--- config.mk ---
export PLATFORM = sky130hd
export DESIGN_NAME = pairwise_particle_force_sum
export DESIGN_NICKNAME = d
export VERILOG_FILES = /design/src/hdl/ppfs_pkg.sv /design/src/hdl/ppfs_ram.sv /design/src/hdl/ppfs_datapath.sv /design/src/hdl/ppfs_ctrl.sv /design/src/hdl/pairwise_particle_force_sum.sv
export VERILOG_INCLUDE_DIRS = /design/src /design/src/hdl
export SDC_FILE = /design/constraint.sdc
export NUM_CORES = 2
export LEC_CHECK = 0
export ABC_CLOCK_PERIOD_IN_PS = 22000
export BUFFER_PORTS_ARGS = -buffer_cell sky130_fd_sc_hd__buf_2
export CAP_MARGIN = 10
export CORE_UTILIZATION = 40
export DETAILED_ROUTE_END_ITERATION = 10
export PLACE_DENSITY_LB_ADDON = 0.3
export SLEW_MARGIN = 15
export SYNTH_ARGS = -nofsm -noshare
export SYNTH_HDL_FRONTEND = slang
export SYNTH_HIERARCHICAL = 1
export SYNTH_SLANG_ARGS = --single-unit
--- constraint.sdc ---
create_clock -name aclk -period 22 [get_ports aclk]
set_input_delay 1.1 -clock aclk [delete_from_list [all_inputs] [get_ports aclk]]
set_output_delay 1.1 -clock aclk [all_outputs]
set_load 0.01 [all_outputs]
--- src/hdl/pairwise_particle_force_sum_assert.svh ---
// assertion macros used by the force-sum sequencer
`ifndef PAIRWISE_PARTICLE_FORCE_SUM_ASSERT_SVH
`define PAIRWISE_PARTICLE_FORCE_SUM_ASSERT_SVH

// condition holds in the same cycle
`define PPFS_ASSERT_SAME(lbl, clk, rstn, ante, cons) \
    lbl: assert property (@(posedge clk) disable iff (!(rstn)) (ante) |-> (cons)) \
        else $error("ppfs assertion failed");

// condition holds in the next cycle
`define PPFS_ASSERT_NEXT(lbl, clk, rstn, ante, cons) \
    lbl: assert property (@(posedge clk) disable iff (!(rstn)) (ante) |=> (cons)) \
        else $error("ppfs assertion failed");

`endif

--- src/hdl/ppfs_pkg.sv ---
package ppfs_pkg;

    localparam int MAX_PARTICLES_DEF = 8;

    localparam int POS_W   = 32;
    localparam int ACC_W   = 40;
    localparam int COEF_W  = 20;
    localparam int TERM_W  = 38;
    localparam int IDX_OUT_W = 6;

    // divider: 2^32 / m, one quotient bit per cycle
    localparam int DIV_STEPS = 33;
    localparam int DCNT_W    = 6;

    localparam logic [COEF_W-1:0] CUBE_RESET   = 20'd80908;
    localparam logic [COEF_W-1:0] SQUARE_RESET = 20'd428816;

    // register indexes
    localparam logic CFG_CUBE   = 1'b0;
    localparam logic CFG_SQUARE = 1'b1;

    // datapath commands
    typedef struct packed {
        logic pos_wr;
        logic latch_pi;
        logic diff;
        logic div_step;
        logic mul_sq;
        logic clip_sq;
        logic mul_cu;
        logic clip_cu;
        logic mul_a;
        logic mul_b;
        logic mag;
        logic acc_wr_i;
        logic acc_wr_j;
        logic out_load;
        logic out_last;
        logic set_clear;
    } ppfs_cmd_t;

    // datapath status
    typedef struct packed {
        logic d_zero;
        logic div_done;
    } ppfs_status_t;

endpackage

--- src/hdl/ppfs_ram.sv ---
module ppfs_ram #(
    parameter int WIDTH = 32,
    parameter int DEPTH = 8,
    localparam int AW = $clog2(DEPTH)
) (
    input  logic             clk,
    input  logic             wr_en,
    input  logic [AW-1:0]    wr_addr,
    input  logic [WIDTH-1:0] wr_data,
    input  logic [AW-1:0]    rd_addr,
    output logic [WIDTH-1:0] rd_data
);

    logic [WIDTH-1:0] mem [DEPTH];

    // single write port, registered read
    always_ff @(posedge clk) begin
        if (wr_en) begin
            mem[wr_addr] <= wr_data;
        end
        rd_data <= mem[rd_addr];
    end

endmodule

--- src/hdl/ppfs_datapath.sv ---
module ppfs_datapath #(
    parameter int MAX_PARTICLES = ppfs_pkg::MAX_PARTICLES_DEF,
    localparam int IW = $clog2(MAX_PARTICLES)
) (
    input  logic                aclk,
    input  logic                aresetn,
    input  logic                cfg_write,
    input  logic                cfg_index,
    input  logic [19:0]         cfg_wdata,
    input  logic signed [31:0]  s_position,
    input  ppfs_pkg::ppfs_cmd_t cmd,
    input  logic [IW-1:0]       pos_addr,
    input  logic [IW-1:0]       acc_addr,
    output ppfs_pkg::ppfs_status_t status,
    output logic [5:0]          m_particle_index,
    output logic signed [31:0]  m_force_res,
    output logic                m_saturated,
    output logic                m_coincident_error,
    output logic                m_last_force
);

    logic [19:0] cube_reg;
    logic [19:0] square_reg;

    logic [31:0] pos_rdata;
    logic [31:0] pi_reg;
    logic [32:0] d;
    logic [31:0] d_abs;
    logic        d_neg_reg;
    logic [31:0] m_reg;
    logic [31:0] rem_reg;
    logic [32:0] q_reg;
    logic [5:0]  dcnt_reg;
    logic [32:0] rem_sh;
    logic        rem_ge;
    logic [32:0] rem_sub;

    logic        rm_over;
    logic [30:0] rm_val;
    logic [30:0] rm_reg;
    logic [30:0] sq_reg;
    logic [30:0] cu_reg;
    logic [34:0] a_reg;
    logic [63:0] prod_reg;
    logic [31:0] op_a;
    logic [31:0] op_b;
    logic        prod_over;
    logic [30:0] prod_clip;
    logic        clip_reg;
    logic [36:0] mag;
    logic [37:0] t_reg;

    logic [39:0] acc_rdata;
    logic [39:0] acc_old;
    logic [37:0] addend;
    logic [40:0] sum;
    logic        sum_sat;
    logic [39:0] acc_wdata;
    logic        acc_we;
    logic        out_clamp;

    logic [MAX_PARTICLES-1:0] accv_reg;
    logic [MAX_PARTICLES-1:0] clipv_reg;
    logic                     err_reg;

    // configuration registers
    always_ff @(posedge aclk) begin
        if (!aresetn) begin
            cube_reg   <= ppfs_pkg::CUBE_RESET;
            square_reg <= ppfs_pkg::SQUARE_RESET;
        end else if (cfg_write) begin
            unique case (cfg_index)
                ppfs_pkg::CFG_CUBE:   cube_reg   <= cfg_wdata;
                ppfs_pkg::CFG_SQUARE: square_reg <= cfg_wdata;
                default: ;
            endcase
        end
    end

    // position store
    ppfs_ram #(.WIDTH(ppfs_pkg::POS_W), .DEPTH(MAX_PARTICLES)) u_pos_ram (
        .clk     (aclk),
        .wr_en   (cmd.pos_wr),
        .wr_addr (pos_addr),
        .wr_data (s_position),
        .rd_addr (pos_addr),
        .rd_data (pos_rdata)
    );

    // difference and its magnitude
    assign d     = {pi_reg[31], pi_reg} - {pos_rdata[31], pos_rdata};
    assign d_abs = d[32] ? 32'(-d) : d[31:0];
    assign status.d_zero = (d == 33'd0);

    // restoring divider step, dividend is 2^32
    assign rem_sh  = {rem_reg, (dcnt_reg == 6'd0)};
    assign rem_ge  = (rem_sh >= {1'b0, m_reg});
    assign rem_sub = rem_sh - {1'b0, m_reg};
    assign status.div_done = (dcnt_reg == 6'(ppfs_pkg::DIV_STEPS - 1));

    // reciprocal clipped to 31 bits
    assign rm_over = q_reg[32] | q_reg[31];
    assign rm_val  = rm_over ? 31'h7FFF_FFFF : q_reg[30:0];

    // shared multiplier operand select
    always_comb begin
        op_a = 32'd0;
        op_b = 32'd0;
        if (cmd.mul_sq) begin
            op_a = {1'b0, rm_val};
            op_b = {1'b0, rm_val};
        end else if (cmd.mul_cu) begin
            op_a = {1'b0, sq_reg};
            op_b = {1'b0, rm_reg};
        end else if (cmd.mul_a) begin
            op_a = {12'd0, cube_reg};
            op_b = {1'b0, cu_reg};
        end else if (cmd.mul_b) begin
            op_a = {12'd0, square_reg};
            op_b = {1'b0, sq_reg};
        end
    end

    assign prod_over = |prod_reg[63:47];
    assign prod_clip = prod_over ? 31'h7FFF_FFFF : prod_reg[46:16];
    assign mag = {2'b00, a_reg} - {2'b00, prod_reg[50:16]};

    // pair term pipeline registers
    always_ff @(posedge aclk) begin
        if (cmd.latch_pi) begin
            pi_reg <= pos_rdata;
        end
        if (cmd.diff) begin
            d_neg_reg <= d[32];
            m_reg     <= d_abs;
            rem_reg   <= 32'd0;
            q_reg     <= 33'd0;
            dcnt_reg  <= 6'd0;
            clip_reg  <= 1'b0;
        end
        if (cmd.div_step) begin
            rem_reg  <= rem_ge ? rem_sub[31:0] : rem_sh[31:0];
            q_reg    <= {q_reg[31:0], rem_ge};
            dcnt_reg <= dcnt_reg + 6'd1;
        end
        if (cmd.mul_sq) begin
            rm_reg   <= rm_val;
            clip_reg <= clip_reg | rm_over;
        end
        if (cmd.mul_sq || cmd.mul_cu || cmd.mul_a || cmd.mul_b) begin
            prod_reg <= op_a * op_b;
        end
        if (cmd.clip_sq) begin
            sq_reg   <= prod_clip;
            clip_reg <= clip_reg | prod_over;
        end
        if (cmd.clip_cu) begin
            cu_reg   <= prod_clip;
            clip_reg <= clip_reg | prod_over;
        end
        if (cmd.mul_b) begin
            a_reg <= prod_reg[50:16];
        end
        if (cmd.mag) begin
            t_reg <= d_neg_reg ? -{mag[36], mag} : {mag[36], mag};
        end
    end

    // force accumulators, read then written back
    assign acc_we = cmd.acc_wr_i | cmd.acc_wr_j;

    ppfs_ram #(.WIDTH(ppfs_pkg::ACC_W), .DEPTH(MAX_PARTICLES)) u_acc_ram (
        .clk     (aclk),
        .wr_en   (acc_we),
        .wr_addr (acc_addr),
        .wr_data (acc_wdata),
        .rd_addr (acc_addr),
        .rd_data (acc_rdata)
    );

    assign acc_old = accv_reg[acc_addr] ? acc_rdata : 40'd0;
    assign addend  = cmd.acc_wr_j ? -t_reg : t_reg;
    assign sum     = {acc_old[39], acc_old} + {{3{addend[37]}}, addend};
    assign sum_sat = sum[40] ^ sum[39];

    always_comb begin
        acc_wdata = sum[39:0];
        if (sum_sat) begin
            acc_wdata = sum[40] ? 40'h80_0000_0000 : 40'h7F_FFFF_FFFF;
        end
    end

    // valid bits, clip flags and coincidence flag
    always_ff @(posedge aclk) begin
        if (!aresetn) begin
            accv_reg  <= '0;
            clipv_reg <= '0;
            err_reg   <= 1'b0;
        end else if (cmd.set_clear) begin
            accv_reg  <= '0;
            clipv_reg <= '0;
            err_reg   <= 1'b0;
        end else begin
            if (cmd.diff && status.d_zero) begin
                err_reg <= 1'b1;
            end
            if (acc_we) begin
                accv_reg[acc_addr]  <= 1'b1;
                clipv_reg[acc_addr] <= clipv_reg[acc_addr] | clip_reg | sum_sat;
            end
        end
    end

    // output register with clamp to 32 bits
    assign out_clamp = !((acc_old[39:31] == 9'h000) || (acc_old[39:31] == 9'h1FF));

    always_ff @(posedge aclk) begin
        if (cmd.out_load) begin
            m_particle_index   <= 6'(acc_addr);
            m_force_res        <= out_clamp ? (acc_old[39] ? 32'h8000_0000 : 32'h7FFF_FFFF)
                                            : acc_old[31:0];
            m_saturated        <= clipv_reg[acc_addr] | out_clamp;
            m_coincident_error <= err_reg;
            m_last_force       <= cmd.out_last;
        end
    end

endmodule

--- src/hdl/ppfs_ctrl.sv ---
`include "pairwise_particle_force_sum_assert.svh"

module ppfs_ctrl #(
    parameter int MAX_PARTICLES = ppfs_pkg::MAX_PARTICLES_DEF,
    localparam int IW = $clog2(MAX_PARTICLES),
    localparam int CW = $clog2(MAX_PARTICLES + 1)
) (
    input  logic                   aclk,
    input  logic                   aresetn,
    input  logic                   s_valid,
    input  logic                   s_last_particle,
    output logic                   s_ready,
    output logic                   m_valid,
    input  logic                   m_ready,
    input  ppfs_pkg::ppfs_status_t status,
    output ppfs_pkg::ppfs_cmd_t    cmd,
    output logic [IW-1:0]          pos_addr,
    output logic [IW-1:0]          acc_addr
);

    typedef enum logic [18:0] {
        ST_LOAD   = 19'h00001,
        ST_RD_I   = 19'h00002,
        ST_RD_J   = 19'h00004,
        ST_DIFF   = 19'h00008,
        ST_DIV    = 19'h00010,
        ST_MSQ    = 19'h00020,
        ST_CSQ    = 19'h00040,
        ST_MCU    = 19'h00080,
        ST_CCU    = 19'h00100,
        ST_MA     = 19'h00200,
        ST_MB     = 19'h00400,
        ST_MAG    = 19'h00800,
        ST_ACC_RI = 19'h01000,
        ST_ACC_WI = 19'h02000,
        ST_ACC_RJ = 19'h04000,
        ST_ACC_WJ = 19'h08000,
        ST_OUT_RD = 19'h10000,
        ST_OUT_LD = 19'h20000,
        ST_OUT    = 19'h40000
    } state_t;

    state_t        state_reg, state_next;
    logic [CW-1:0] count_reg, count_next;
    logic [IW-1:0] i_reg, i_next;
    logic [IW-1:0] j_reg, j_next;
    logic [IW-1:0] k_reg, k_next;
    logic          s_xfer;
    logic          m_xfer;
    logic          store_ok;
    logic          more_j;
    logic          more_i;
    logic          k_last;

    assign s_xfer   = s_valid & s_ready;
    assign m_xfer   = m_valid & m_ready;
    assign store_ok = (count_reg < CW'(MAX_PARTICLES));
    assign more_j   = ((CW'(j_reg) + CW'(1)) < CW'(i_reg));
    assign more_i   = ((CW'(i_reg) + CW'(1)) < count_reg);
    assign k_last   = ((CW'(k_reg) + CW'(1)) == count_reg);

    assign s_ready = (state_reg == ST_LOAD);
    assign m_valid = (state_reg == ST_OUT);

    // state and loop indexes
    always_comb begin
        state_next = state_reg;
        count_next = count_reg;
        i_next     = i_reg;
        j_next     = j_reg;
        k_next     = k_reg;
        unique case (state_reg)
            ST_LOAD: begin
                if (s_xfer) begin
                    if (store_ok) begin
                        count_next = count_reg + CW'(1);
                    end
                    if (s_last_particle) begin
                        i_next = IW'(1);
                        j_next = '0;
                        k_next = '0;
                        if (store_ok ? (count_reg == '0) : 1'b0) begin
                            state_next = ST_OUT_RD;
                        end else begin
                            state_next = ST_RD_I;
                        end
                    end
                end
            end
            ST_RD_I:   state_next = ST_RD_J;
            ST_RD_J:   state_next = ST_DIFF;
            ST_DIFF:   state_next = status.d_zero ? ST_ACC_WJ : ST_DIV;
            ST_DIV:    state_next = status.div_done ? ST_MSQ : ST_DIV;
            ST_MSQ:    state_next = ST_CSQ;
            ST_CSQ:    state_next = ST_MCU;
            ST_MCU:    state_next = ST_CCU;
            ST_CCU:    state_next = ST_MA;
            ST_MA:     state_next = ST_MB;
            ST_MB:     state_next = ST_MAG;
            ST_MAG:    state_next = ST_ACC_RI;
            ST_ACC_RI: state_next = ST_ACC_WI;
            ST_ACC_WI: state_next = ST_ACC_RJ;
            ST_ACC_RJ: state_next = ST_ACC_WJ;
            ST_ACC_WJ: begin
                // next pair, or on to the results
                if (more_j) begin
                    j_next     = j_reg + IW'(1);
                    state_next = ST_RD_I;
                end else if (more_i) begin
                    i_next     = i_reg + IW'(1);
                    j_next     = '0;
                    state_next = ST_RD_I;
                end else begin
                    state_next = ST_OUT_RD;
                end
            end
            ST_OUT_RD: state_next = ST_OUT_LD;
            ST_OUT_LD: state_next = ST_OUT;
            ST_OUT: begin
                if (m_xfer) begin
                    if (k_last) begin
                        count_next = '0;
                        state_next = ST_LOAD;
                    end else begin
                        k_next     = k_reg + IW'(1);
                        state_next = ST_OUT_RD;
                    end
                end
            end
            default:   state_next = ST_LOAD;
        endcase
    end

    always_ff @(posedge aclk) begin
        if (!aresetn) begin
            state_reg <= ST_LOAD;
            count_reg <= '0;
            i_reg     <= '0;
            j_reg     <= '0;
            k_reg     <= '0;
        end else begin
            state_reg <= state_next;
            count_reg <= count_next;
            i_reg     <= i_next;
            j_reg     <= j_next;
            k_reg     <= k_next;
        end
    end

    // command decode
    always_comb begin
        cmd          = '0;
        cmd.pos_wr   = (state_reg == ST_LOAD) & s_xfer & store_ok;
        cmd.latch_pi = (state_reg == ST_RD_J);
        cmd.diff     = (state_reg == ST_DIFF);
        cmd.div_step = (state_reg == ST_DIV);
        cmd.mul_sq   = (state_reg == ST_MSQ);
        cmd.clip_sq  = (state_reg == ST_CSQ);
        cmd.mul_cu   = (state_reg == ST_MCU);
        cmd.clip_cu  = (state_reg == ST_CCU);
        cmd.mul_a    = (state_reg == ST_MA);
        cmd.mul_b    = (state_reg == ST_MB);
        cmd.mag      = (state_reg == ST_MAG);
        cmd.acc_wr_i = (state_reg == ST_ACC_WI);
        cmd.acc_wr_j = (state_reg == ST_ACC_WJ) & !status.d_zero;
        cmd.out_load = (state_reg == ST_OUT_LD);
        cmd.out_last = k_last;
        cmd.set_clear = (state_reg == ST_OUT) & m_xfer & k_last;
    end

    // status.d_zero holds from ST_DIFF to ST_ACC_WJ, as p_i is latched
    // and the position store keeps reading p_j

    always_comb begin
        pos_addr = j_reg;
        if (state_reg == ST_LOAD) begin
            pos_addr = count_reg[IW-1:0];
        end else if (state_reg == ST_RD_I) begin
            pos_addr = i_reg;
        end
    end

    always_comb begin
        acc_addr = k_reg;
        if ((state_reg == ST_ACC_RI) || (state_reg == ST_ACC_WI)) begin
            acc_addr = i_reg;
        end else if ((state_reg == ST_ACC_RJ) || (state_reg == ST_ACC_WJ)) begin
            acc_addr = j_reg;
        end
    end

    `PPFS_ASSERT_SAME(a_no_overlap, aclk, aresetn, s_ready, !m_valid)
    `PPFS_ASSERT_NEXT(a_last_closes, aclk, aresetn, s_xfer && s_last_particle, !s_ready)
    `PPFS_ASSERT_NEXT(a_set_done, aclk, aresetn, m_xfer && k_last, s_ready)
    `PPFS_ASSERT_SAME(a_pair_order, aclk, aresetn,
        (state_reg == ST_DIFF) || (state_reg == ST_DIV), j_reg < i_reg)

endmodule

--- src/hdl/pairwise_particle_force_sum.sv ---
// channel   | handshake          | payload
// config    | cfg_write          | cfg_index, cfg_wdata
// input     | s_valid / s_ready  | s_position, s_last_particle
// result    | m_valid / m_ready  | m_particle_index, m_force_res, m_saturated,
//           |                    | m_coincident_error, m_last_force
//
// positions load back to back while s_valid is high; the last one starts the pair sweep
// each pair is read, differenced, divided into 2^32 for its reciprocal, then squared,
// cubed and scaled on the shared multiplier; a pair of equal positions skips the arithmetic
// each result is read, loaded and held in ST_OUT until m_ready; no input is taken meanwhile
// aresetn is synchronous, active low, and leaves the block ready for a new set
module pairwise_particle_force_sum #(
    parameter int MAX_PARTICLES = ppfs_pkg::MAX_PARTICLES_DEF
) (
    input  logic                aclk,
    input  logic                aresetn,
    input  logic                cfg_write,
    input  logic                cfg_index,
    input  logic [19:0]         cfg_wdata,
    input  logic                s_valid,
    output logic                s_ready,
    input  logic signed [31:0]  s_position,
    input  logic                s_last_particle,
    output logic                m_valid,
    input  logic                m_ready,
    output logic [5:0]          m_particle_index,
    output logic signed [31:0]  m_force_res,
    output logic                m_saturated,
    output logic                m_coincident_error,
    output logic                m_last_force
);

    localparam int IW = $clog2(MAX_PARTICLES);

    ppfs_pkg::ppfs_cmd_t    cmd;
    ppfs_pkg::ppfs_status_t status;
    logic [IW-1:0]          pos_addr;
    logic [IW-1:0]          acc_addr;

    // sequencer
    ppfs_ctrl #(.MAX_PARTICLES(MAX_PARTICLES)) u_ctrl (
        .aclk            (aclk),
        .aresetn         (aresetn),
        .s_valid         (s_valid),
        .s_last_particle (s_last_particle),
        .s_ready         (s_ready),
        .m_valid         (m_valid),
        .m_ready         (m_ready),
        .status          (status),
        .cmd             (cmd),
        .pos_addr        (pos_addr),
        .acc_addr        (acc_addr)
    );

    // arithmetic, stores and output register
    ppfs_datapath #(.MAX_PARTICLES(MAX_PARTICLES)) u_datapath (
        .aclk               (aclk),
        .aresetn            (aresetn),
        .cfg_write          (cfg_write),
        .cfg_index          (cfg_index),
        .cfg_wdata          (cfg_wdata),
        .s_position         (s_position),
        .cmd                (cmd),
        .pos_addr           (pos_addr),
        .acc_addr           (acc_addr),
        .status             (status),
        .m_particle_index   (m_particle_index),
        .m_force_res        (m_force_res),
        .m_saturated        (m_saturated),
        .m_coincident_error (m_coincident_error),
        .m_last_force       (m_last_force)
    );

endmodule
==> results.sh <==
export IMPL_outcome="completed"
export IMPL_grt_max_degree=83
export IMPL_final_fill_count=19520
export IMPL_postRouteWirelength_mm=246.2
export IMPL_synth_cell_types=107
export IMPL_synthArstFlopShare_pct=0
export IMPL_cts_tree="done"
export IMPL_die_x_um=460.7
export IMPL_pin_count=102
export IMPL_p_per_area_nw_per_um2=58.28
export IMPL_cts_made_buffers=118
export IMPL_syn2layout_area_growth_pct=9.609
export IMPL_yosysSeqAreaShare_pct=38.26
export IMPL_yosys_warnings=6
export IMPL_cp_required_ps=22510
export IMPL_multi_input_area_um2=47250
export IMPL_cellInternalPower_w=0.003966
export IMPL_slew_headroom_pct=14.11
export IMPL_via_per_inst=5.587
export IMPL_syn_area_per_cell_um2=11.17
export IMPL_fin_nets=8850
export IMPL_utilization_pct=44.07
export IMPL_drv_cap=0
export IMPL_ys_top_cells_by_area="edfxtp_1, fa_1, ha_1"
export IMPL_track_usage_pct=23.41
export IMPL_fmax_mhz=81.19
export IMPL_pwr_share_comb_pct=16.0
export IMPL_cp_end_kind="register"
export IMPL_drtIter0Drc=5374
export IMPL_core_um2=209400
export IMPL_drc=0
export IMPL_cts_htree_levels=3
export IMPL_postCtsSetupBuffers=0
export IMPL_die_h_um=460.7
export IMPL_period_needed_ps=12320
export IMPL_grt_pass1_vias=60430
export IMPL_hold_buffers=0
export IMPL_power_switching_w=0.001410
export IMPL_drt_first_pass_iters=8
export IMPL_yosys_area_top_type_share_pct=34.43
export IMPL_yosys_area_top_type="edfxtp_1"
export IMPL_die_area_um2=212300
export IMPL_min_path_type="reg2reg"
export IMPL_rows=168
export IMPL_synth_top_flop_cell="edfxtp_1"
export IMPL_tightest_slew_ps=1288
export IMPL_synth_edf_count=965
export IMPL_fin_skew_ps=73.33
export IMPL_largest_reg_flops=320
export IMPL_r2r_setup_slack_ps=9680
export IMPL_cts_buffer_depth=3
export IMPL_yosys_register_bits=1126
export IMPL_p_clk_share_pct=38.3
export IMPL_min_period_over_period_pct=55.99
export IMPL_critPathKind="reg2reg"
export IMPL_rsz0062_at_grt="false"
export IMPL_overflow=0
export IMPL_dp_hpwl_mm=179.6
export IMPL_initial_core_util_pct=40.20
export IMPL_power_leakage_nw=37.42
export IMPL_clkLatencyLatePin_ps=810
export IMPL_critPathLaunchType="register"
export IMPL_switching_share_pct=26.23
export IMPL_tns_ps=0
export IMPL_ir_drop_mv=0.08508
export IMPL_vias=58410
export IMPL_synthCells=7537
export IMPL_crit_fanout=60
export IMPL_cts_resized=0
export IMPL_antenna_left=0
export IMPL_worstPathArrival_ps=12830
export IMPL_antenna_found_initial=8
export IMPL_wire_per_inst_um=23.55
export IMPL_cp_slowest_cell="nor2_4"
export IMPL_p_seq_share_pct=45.7
export IMPL_ff_latch_area_um2=32200
export IMPL_layout_drive_gt1_share_pct=9.180
export IMPL_grt_pass1_wl_mm=373.9
export IMPL_root_buffer="clkbuf_16"
export IMPL_maxSlewViolCount=0
export IMPL_clkTransAtPathRegs_ps=60
export IMPL_io_buffers=98
export IMPL_report_final_setup_viol=0
export IMPL_finalHoldViolCount=0
export IMPL_crit_top_cell="fa_1"
export IMPL_place_congestion=0.9599
export IMPL_synth_area_um2=84170
export IMPL_max_stage_delay_ps=1010
export IMPL_cts_sinks=1126
==> metal layers <==
layer	track usage, %	wire, µm	up-vias	part of all wire, %
met2	38.10	113800	2333	46
li1	-	-	25840	-
met3	6.229	21960	600	8.9
met4	11.32	13780	2	5.6
met1	28.78	96650	29640	39
met5	0	12	-	0.0049
==> cell usage in the layout (no fill, tap or decap), types with 120 or more instances in the layout <==
cell / instances
buf_4: 135
fa_1: 842
ha_1: 416
inv_1: 982
dfxtp_1: 161
edfxtp_1: 965
nand2_1: 798
o21ai_0: 195
a21oi_1: 244
xnor2_1: 176
mux4_1: 120
nor2_1: 748
==> power by group through the flow <==
| stage | sequential [W] | combinational [W] | clock, W |
|---|---|---|---|
| after global routing | 0.00246 | 0.000950 | 0.00219 |
| after CTS | 0.00246 | 0.000868 | 0.00211 |
| after floorplan | 0.00249 | 0.000657 | 0 |
| after global placement | 0.00250 | 0.000850 | 0 |
| after detailed placement | 0.00250 | 0.000862 | 0 |
| final | 0.00246 | 0.000862 | 0.00206 |
==> logic make-up (layout without fill, tap and decap cells) <==
| family | after synthesis | count (layout) | share of synthesized area, % |
|---|---|---|---|
| AOI/OAI and AO/OA | 1080 | 1080 | 8.776 |
| xor gates and xnor gates | 264 | 264 | 2.747 |
| adders and majority gates | 1265 | 1265 | 26.29 |
| buffers and inverters | 1343 | 1440 | 6.171 |
| DFF | 1126 | 1126 | 38.26 |
| muxes | 252 | 252 | 5.846 |
| other | 1 | 17 | 0.004455 |
| and+or+nand+nor | 2206 | 2206 | 11.90 |
==> per-stage QoR <==
stage	instance area (µm²)	worst slack [ps]	total power, W	cells	hold WS, ps
6_report	92260	9683	0.005377	10460	390.0
5_1_grt	92250	9059	0.005605	10450	397.8
4_1_cts	92220	9932	0.005434	10440	374.0
3_5_place_dp	88160	9923	0.003366	10220	418.2
3_3_place_gp	88160	10160	0.003349	10220	415.7
2_1_floorplan	84180	9131	0.003145	7539	408.1
==> layout make-up <==
cell class	instances	share of cell area, %
Sequential cell	1126	34.90
Antenna cell	14	0.03797
Multi-Input combinational cell	5070	51.21
Clock inverter	75	0.9751
Inverter	984	4.004
Tap cell	2805	3.804
Clock buffer	148	3.433
Timing Repair Buffer	233	1.630
==> Yosys cell counts (all sizes together) (112+ instances only) <==
master,n
inv,982
and2,116
a21oi,248
dfxtp,161
clkbuf,306
nor2,764
mux4,148
ha,416
o21ai,212
fa,842
xnor2,176
a21o,112
nand2,799
edfxtp,965
==> critical path: cells and delay by family, from the launching register on <==
kind            cells  cell delay (ps)
flops               1              340
fa+ha+maj           9             4300
xor+xnor            1              100
simple gates        7             3010
buf+inv             5             1140
compound gates      9             3030
==> path summary, 6_finish.rpt <==
check,start,end,cells past startpoint
setup / recovery,u_ctrl/state_reg[18],u_datapath/prod_reg[60],31
hold / removal,u_datapath/u_pos_ram/rd_data[9],u_datapath/pi_reg[9],0
hold reg to reg,u_datapath/u_pos_ram/rd_data[9],u_datapath/pi_reg[9],0
setup reg to reg,u_ctrl/state_reg[18],u_datapath/prod_reg[60],31
No activity file was read; power rests on OpenSTA's default activity.
